<file path="config.mk">
export PLATFORM = sky130hd
export DESIGN_NAME = utf8_whitespace_only_detector_top_flat
export DESIGN_NICKNAME = d
export VERILOG_FILES = /design/src/hdl/utf8ws_pkg.sv /design/src/hdl/utf8ws_in_if.sv /design/src/hdl/utf8ws_out_if.sv /design/src/hdl/utf8_whitespace_only_detector_top.sv /design/src/hdl/utf8ws_decode.sv /design/src/hdl/utf8ws_decode_top_dummy_guard.sv /design/src/flat_wrapper.sv
export SDC_FILE = /design/constraint.sdc
export NUM_CORES = 1
export LEC_CHECK = 0
export BUFFER_PORTS_ARGS = -buffer_cell sky130_fd_sc_hd__buf_4
export CAP_MARGIN = 20
export CORE_MARGIN = 1
export CORE_UTILIZATION = 38
export CTS_CLUSTER_DIAMETER = 150
export DETAILED_ROUTE_END_ITERATION = 8
export GPL_TIMING_DRIVEN = 0
export HOLD_SLACK_MARGIN = 0.02
export PLACE_DENSITY_LB_ADDON = 0.1
export SYNTH_ARGS = -nofsm -noshare
export SYNTH_HDL_FRONTEND = slang
export SYNTH_SLANG_ARGS = --single-unit
</file>
<file path="constraint.sdc">
create_clock -name clk -period 6.02 [get_ports clk]
set_input_delay 0.602 -clock clk [delete_from_list [all_inputs] [get_ports clk]]
set_output_delay 0.602 -clock clk [all_outputs]
set_load 0.005 [all_outputs]
</file>
<file path="src/hdl/utf8ws_pkg.sv">
package utf8ws_pkg;

  localparam int CpWidth = 21;

  localparam logic [7:0] LeadMask2 = 8'hE0;
  localparam logic [7:0] LeadCode2 = 8'hC0;
  localparam logic [7:0] LeadMask3 = 8'hF0;
  localparam logic [7:0] LeadCode3 = 8'hE0;
  localparam logic [7:0] LeadMask4 = 8'hF8;
  localparam logic [7:0] LeadCode4 = 8'hF0;
  localparam logic [7:0] ContMask  = 8'hC0;
  localparam logic [7:0] ContCode  = 8'h80;

  typedef logic [CpWidth-1:0] cp_t;
  typedef logic [1:0] pending_t;

  typedef struct packed {
    logic [7:0] data_byte;
    logic       is_last;
    logic       no_byte;
  } item_t;

  function automatic logic ws_code_point(input cp_t c);
    logic r;
    r = (c >= 21'h00009 && c <= 21'h0000D) ||
        (c >= 21'h0001C && c <= 21'h0001F) ||
        c == 21'h00020 || c == 21'h00085 || c == 21'h000A0 || c == 21'h01680 ||
        (c >= 21'h02000 && c <= 21'h0200A) ||
        c == 21'h02028 || c == 21'h02029 || c == 21'h0202F ||
        c == 21'h0205F || c == 21'h03000;
    return r;
  endfunction

endpackage

</file>
<file path="src/hdl/utf8ws_in_if.sv">
interface utf8ws_in_if;
  logic       valid;
  logic       ready;
  logic [7:0] data_byte;
  logic       is_last;
  logic       no_byte;

  modport source (output valid, output data_byte, output is_last, output no_byte,
                  input ready);
  modport sink (input valid, input data_byte, input is_last, input no_byte,
                output ready);
endinterface

</file>
<file path="src/hdl/utf8ws_out_if.sv">
interface utf8ws_out_if;
  logic valid;
  logic ready;
  logic blank;

  modport source (output valid, output blank, input ready);
  modport sink (input valid, input blank, output ready);
endinterface

</file>
<file path="src/hdl/utf8_whitespace_only_detector_top.sv">
// The final item of a text passes the input register; its result is then registered
// in the result register. Throughput: one item per cycle, except while a final item
// waits in the input register until the result register is free; the input register
// and the result register let non-final items enter while a result waits to be taken.
// Reset: synchronous, active low; clears both valid flags and returns the decoder
// to its start state (nothing pending, blank flag set).
module utf8_whitespace_only_detector_top (
  input  logic         clk,
  input  logic         rst_n,
  utf8ws_in_if.sink    in_ch,
  utf8ws_out_if.source out_ch
);

  utf8ws_pkg::item_t in_item;
  utf8ws_pkg::item_t item;
  logic              step;
  logic              out_free;
  logic              dec_blank;
  logic              out_valid_r;
  logic              out_blank_r;

  assign in_item.data_byte = in_ch.data_byte;
  assign in_item.is_last   = in_ch.is_last;
  assign in_item.no_byte   = in_ch.no_byte;

  assign out_free = !out_valid_r || out_ch.ready;

  utf8ws_skid u_stage (
    .clk      (clk),
    .rst_n    (rst_n),
    .in_valid (in_ch.valid),
    .in_ready (in_ch.ready),
    .in_item  (in_item),
    .out_free (out_free),
    .step     (step),
    .item     (item)
  );

  utf8ws_decode u_dec (
    .clk   (clk),
    .rst_n (rst_n),
    .step  (step),
    .item  (item),
    .blank (dec_blank)
  );

  always_ff @(posedge clk) begin
    if (!rst_n) begin
      out_valid_r <= 1'b0;
    end else if (step && item.is_last) begin
      out_valid_r <= 1'b1;
    end else if (out_ch.ready) begin
      out_valid_r <= 1'b0;
    end
  end

  always_ff @(posedge clk) begin
    if (step && item.is_last) begin
      out_blank_r <= dec_blank;
    end
  end

  assign out_ch.valid = out_valid_r;
  assign out_ch.blank = out_blank_r;

endmodule

</file>
<file path="src/hdl/utf8ws_decode.sv">
module utf8ws_decode (
  input  logic                clk,
  input  logic                rst_n,
  input  logic                step,
  input  utf8ws_pkg::item_t   item,
  output logic                blank
);

  utf8ws_pkg::pending_t bytes_pending_r, bytes_pending_nxt;
  utf8ws_pkg::cp_t      partial_r, partial_nxt;
  logic                 still_blank_r, still_blank_nxt;
  utf8ws_pkg::cp_t      cp_ext;
  logic [7:0]           b;

  assign b      = item.data_byte;
  assign cp_ext = {partial_r[utf8ws_pkg::CpWidth-7:0], b[5:0]};

  always_comb begin
    bytes_pending_nxt = bytes_pending_r;
    partial_nxt       = partial_r;
    still_blank_nxt   = still_blank_r;
    if (!item.no_byte) begin
      if (bytes_pending_r == 2'd0) begin
        if (!b[7]) begin
          if (!utf8ws_pkg::ws_code_point({13'd0, b})) begin
            still_blank_nxt = 1'b0;
          end
        end else if ((b & utf8ws_pkg::LeadMask2) == utf8ws_pkg::LeadCode2) begin
          bytes_pending_nxt = 2'd1;
          partial_nxt       = {16'd0, b[4:0]};
        end else if ((b & utf8ws_pkg::LeadMask3) == utf8ws_pkg::LeadCode3) begin
          bytes_pending_nxt = 2'd2;
          partial_nxt       = {17'd0, b[3:0]};
        end else if ((b & utf8ws_pkg::LeadMask4) == utf8ws_pkg::LeadCode4) begin
          bytes_pending_nxt = 2'd3;
          partial_nxt       = {18'd0, b[2:0]};
        end else begin
          still_blank_nxt = 1'b0;
        end
      end else if ((b & utf8ws_pkg::ContMask) != utf8ws_pkg::ContCode) begin
        still_blank_nxt   = 1'b0;
        bytes_pending_nxt = 2'd0;
        partial_nxt       = '0;
      end else begin
        bytes_pending_nxt = bytes_pending_r - 2'd1;
        partial_nxt       = cp_ext;
        if (bytes_pending_r == 2'd1) begin
          partial_nxt = '0;
          if (!utf8ws_pkg::ws_code_point(cp_ext)) begin
            still_blank_nxt = 1'b0;
          end
        end
      end
    end
  end

  assign blank = still_blank_nxt && (bytes_pending_nxt == 2'd0);

  always_ff @(posedge clk) begin
    if (!rst_n) begin
      bytes_pending_r <= 2'd0;
      partial_r       <= '0;
      still_blank_r   <= 1'b1;
    end else if (step) begin
      if (item.is_last) begin
        bytes_pending_r <= 2'd0;
        partial_r       <= '0;
        still_blank_r   <= 1'b1;
      end else begin
        bytes_pending_r <= bytes_pending_nxt;
        partial_r       <= partial_nxt;
        still_blank_r   <= still_blank_nxt;
      end
    end
  end

  a_end_resets: assert property (@(posedge clk) disable iff (!rst_n)
    step && item.is_last |=> bytes_pending_r == 2'd0 && still_blank_r)
    else $error("state not restored after final transfer");

  a_idle_partial_clear: assert property (@(posedge clk) disable iff (!rst_n)
    bytes_pending_r == 2'd0 |-> partial_r == '0)
    else $error("partial code point held with nothing pending");

  a_empty_item_holds: assert property (@(posedge clk) disable iff (!rst_n)
    step && item.no_byte && !item.is_last |=>
      $stable(bytes_pending_r) && $stable(partial_r) && $stable(still_blank_r))
    else $error("empty item changed decode state");

  a_sticky: assert property (@(posedge clk) disable iff (!rst_n)
    !still_blank_r && !(step && item.is_last) |=> !still_blank_r)
    else $error("blank flag set mid-text");

endmodule

</file>
<file path="src/hdl/utf8ws_decode_top_dummy_guard.sv">
module utf8ws_skid (
  input  logic              clk,
  input  logic              rst_n,
  input  logic              in_valid,
  output logic              in_ready,
  input  utf8ws_pkg::item_t in_item,
  input  logic              out_free,
  output logic              step,
  output utf8ws_pkg::item_t item
);

  logic              s1_valid_r;
  utf8ws_pkg::item_t s1_item_r;
  logic              s1_done;

  assign s1_done  = !s1_item_r.is_last || out_free;
  assign step     = s1_valid_r && s1_done;
  assign in_ready = !s1_valid_r || s1_done;
  assign item     = s1_item_r;

  always_ff @(posedge clk) begin
    if (!rst_n) begin
      s1_valid_r <= 1'b0;
    end else if (in_ready) begin
      s1_valid_r <= in_valid;
    end
  end

  always_ff @(posedge clk) begin
    if (in_valid && in_ready) begin
      s1_item_r <= in_item;
    end
  end

endmodule
</file>
<file path="src/flat_wrapper.sv">
// flat-port wrapper written by rule: the top's interface ports become plain ports
module utf8_whitespace_only_detector_top_flat 
  (clk, rst_n, in_ch_valid, in_ch_data_byte, in_ch_is_last, in_ch_no_byte, in_ch_ready, out_ch_valid, out_ch_blank, out_ch_ready);
  utf8ws_in_if in_ch_i ();
  utf8ws_out_if out_ch_i ();
  input  logic clk;
  input  logic rst_n;
  input wire logic [$bits(in_ch_i.valid)-1:0] in_ch_valid;
  input wire logic [$bits(in_ch_i.data_byte)-1:0] in_ch_data_byte;
  input wire logic [$bits(in_ch_i.is_last)-1:0] in_ch_is_last;
  input wire logic [$bits(in_ch_i.no_byte)-1:0] in_ch_no_byte;
  output wire logic [$bits(in_ch_i.ready)-1:0] in_ch_ready;
  output wire logic [$bits(out_ch_i.valid)-1:0] out_ch_valid;
  output wire logic [$bits(out_ch_i.blank)-1:0] out_ch_blank;
  input wire logic [$bits(out_ch_i.ready)-1:0] out_ch_ready;
  assign in_ch_i.valid = in_ch_valid;
  assign in_ch_i.data_byte = in_ch_data_byte;
  assign in_ch_i.is_last = in_ch_is_last;
  assign in_ch_i.no_byte = in_ch_no_byte;
  assign in_ch_ready = in_ch_i.ready;
  assign out_ch_valid = out_ch_i.valid;
  assign out_ch_blank = out_ch_i.blank;
  assign out_ch_i.ready = out_ch_ready;
  utf8_whitespace_only_detector_top u_core (.clk(clk), .rst_n(rst_n), .in_ch(in_ch_i), .out_ch(out_ch_i));
endmodule
</file>
==> summary.md <==
| Metric | Value |
|---|---|
| Worst-path clk slew | 0.07 ns |
| Core area | 4120 µm² |
| CTS root buf | clkbuf_8 |
| Detail Route Antenna Nets | 0 |
| Clock sink total | 31 |
| Syn Inst Count | 184 |
| Max-slew violation count | 0 |
| Crit-path max FO | 7 |
| Yosys reg bits | 31 |
| M1 GR Usage | 24.3% |
| Gr busiest metal | met2 |
| Final setup viols | 0 |
| Initial Util | 40.5% |
| Synthesis Warnings | 0 |
| Final Util | 48.1% |
| CTS max path bufs | 2 |
| GRT met3 Usage | 7.17% |
| Antenna fix cells | 0 |
| Routed len/inst | 14.8 µm |
| Die footprint | 4660 µm² |
| Io pins | 17 |
| Part of the power in combinational logic | 9.8% |
| Clock Skew | 0.0102 ns |
| Postcts setup bufs | 0 |
| Fmax | 434 MHz |
| Post-route cell area | 1980 µm² |
| Leakage power total | 0.713 nW |
| Area contributors post-synth | dfxtp_1 24%, edfxtp_1 20%, a21boi_1 5.4%, nand3_1 4.5%, nand2_1 4.1% |
| Pint | 0.361 mW |
| Clock latency on the worst-skew pair | 0.30 ns |
| Post-route insts no fill | 260 |
| Cell Count Post-Placement | 250 |
| First-pass GRT wire length | 6690 µm |
| Via count | 1448 |
| NetSw | 0.111 mW |
| Pwr per Cell Area | 239 nW/µm² |
| IO Port Bufs | 16 |
| Status | completed |
| Hpwl dp | 2840 µm |
| TritonCTS buffer count | 5 |
| Final Hold Fails | 0 |
| Hold WS | 0.450 ns |
| Number of synthesized flops with an enable pin | 11 |
| 1st-iter DRT viols | 79 |
| Synth cell count leaders | 20 x dfxtp_1, 18 x nand2_1, 15 x nand3_1 |
| Avg Vias per Cell | 5.57 |
| Synth Cell Area | 1670 µm² |
| Placement Cell Area | 1850 µm² |
| CP startpoint kind | flop |
| Filler instances | 420 |
| Layout overhead on the synthesized area | 18.6% |
| Fraction of layout cells with a size suffix above 1 | 17.1% |
| Crit path kind | reg2reg |
| Worst slack, placed | 3.69 ns |
| GPL Wtd Cong | 0.839 |
| Post-Syn Area per Cell | 9.06 µm² |
| Pin count of the biggest net entering global routing | 11 |
| Global Route Usage Sum | 20.2% |
| MaxCap Viol Count | 0 |
| Synth cell types | 51 |
| Sequential-to-total area share from yosys stat | 43.8% |
| H-tree depth | 2 |
| Crit end category | flop |
| R2R Setup Slk | 3.72 ns |
| Sw frac | 23.5% |
| Worst EP required | 6.14 ns |
| RSZ-0062 raised after global routing | false |
| Clock power frac | 42.0% |
| Initial antenna violation count | 0 |
| VDD IR max | 0.000135 V |
| Post-synth top area cell | dfxtp_1 |
| DRT Wirelength | 3860 µm |
| Die W | 68.3 µm |
| Worst slew pin tran | 0.504 ns |
| Setup slack after layout | 3.72 ns |
| Post-CTS Hold Buffers | 0 |
| Vias in the first global route | 1433 |
| Site row count | 23 |
| GR Util met2 | 31.7% |
| Remaining Overflow, GRT | 0 |
| Flop pwr share | 48.1% |
| Top FF cell, synth | dfxtp_1 |
| CTS tree | done |
| Top cell type's share of synthesized area | 24.0% |
| Final worst path period need | 2.30 ns |
| First-pass iteration count of the detailed router | 5 |
| DRC Markers | 0 |
| Die H | 68.3 µm |
| CP arrival | 2.43 ns |
| Most common cell in the netlist | dfxtp_1 |
| Rel. slew slack | 66.2% |
| Tot Pwr | 0.472 mW |
| Asr flop ratio synth | 0% |
| Final #Nets | 225 |
| Final TNS setup | 0 ns |
| Post_cts resized | 0 |
| Tcrit/Tclk final | 38.2% |
| Worst min-delay path class | reg2reg |
| Syn Nets | 200 |
power groups by stage:
| stage | Sequential, mW | Clock (mW) | Combinational (mW) |
|---|---|---|---|
| after floorplan | 0.231 | 0 | 0.0307 |
| after global placement | 0.232 | 0 | 0.0448 |
| after detailed placement | 0.232 | 0 | 0.0457 |
| after CTS | 0.227 | 0.205 | 0.0459 |
| after global routing | 0.228 | 0.214 | 0.0514 |
| final | 0.227 | 0.198 | 0.0464 |
flip-flops by register name (all words and copies together) (netlist names):
signal / count
u_core.u_dec.bytes_pending_r: 2
u_core.out_ch.valid: 1
u_core.u_dec.still_blank_r: 1
u_core.u_stage.s1_valid_r: 1
u_core.u_stage.item: 10
u_core.u_dec.partial_r: 15
u_core.out_ch.blank: 1
metal layers:
metal / vias up / part of all wire, % / wire length (µm)
met5: - / 0 / 0
met3: 10 / 4.4 / 171
met4: 0 / 2.0 / 78
li1: 738 / - / -
met2: 34 / 46 / 1770
met1: 666 / 47 / 1830
logic make-up (layout without fill, tap and decap cells):
family | after synthesis | count (layout) | share of synthesized area, %
fa+ha+maj | 2 | 2 | 1.50
compound gates | 52 | 52 | 23.2
buf+inv | 22 | 48 | 5.40
simple gates | 76 | 76 | 25.5
flops | 31 | 31 | 43.8
mux | 1 | 1 | 0.600
cell type report:
class | instances | area (µm²) | area share (%)
Multi-Input combinational cell | 131 | 847 | 42.8
Sequential cell | 31 | 731 | 36.9
Timing Repair Buffer | 18 | 135 | 6.83
Clock buffer | 7 | 108 | 5.44
Tap cell | 50 | 62.6 | 3.16
Buffer | 11 | 48.8 | 2.47
Inverter | 11 | 41.3 | 2.09
Clock inverter | 1 | 5.00 | 0.253
critical path: stages (launching register included):
cell and delay [ns]:
dfxtp_1 0.37, inv_1 0.12, ha_1 0.20, inv_1 0.13, or4_1 0.54, o31ai_1 0.39
nor2b_1 0.13, nor4_2 0.26
placed cells by master, fill, tap and decap left out, types with 3 or more instances in the layout:
cell type and n:
dfxtp_1 20, nand2_1 18, buf_4 17, nand3_1 15, a21boi_1 12, inv_1 11
edfxtp_1 11, nor2b_1 8, buf_2 6, nor2_1 6, clkbuf_8 6, clkbuf_1 5
a21oi_1 5, o21a_1 4, nor3_1 4, o31ai_1 3, and2_1 3, a31oi_1 3
nand3b_1 3, a22oi_1 3
final timing paths:
| kind | from | endpoint | depth (start not counted) |
|---|---|---|---|
| setup / recovery | u_core.u_dec.bytes_pending_r[0] | u_core.out_ch.blank | 7 |
| hold / removal | u_core.u_dec.partial_r[10] | u_core.u_dec.partial_r[10] | 2 |
| setup reg to reg | u_core.u_dec.bytes_pending_r[0] | u_core.out_ch.blank | 7 |
| hold reg to reg | u_core.u_dec.partial_r[10] | u_core.u_dec.partial_r[10] | 2 |
(Power assumes the default switching activity.)
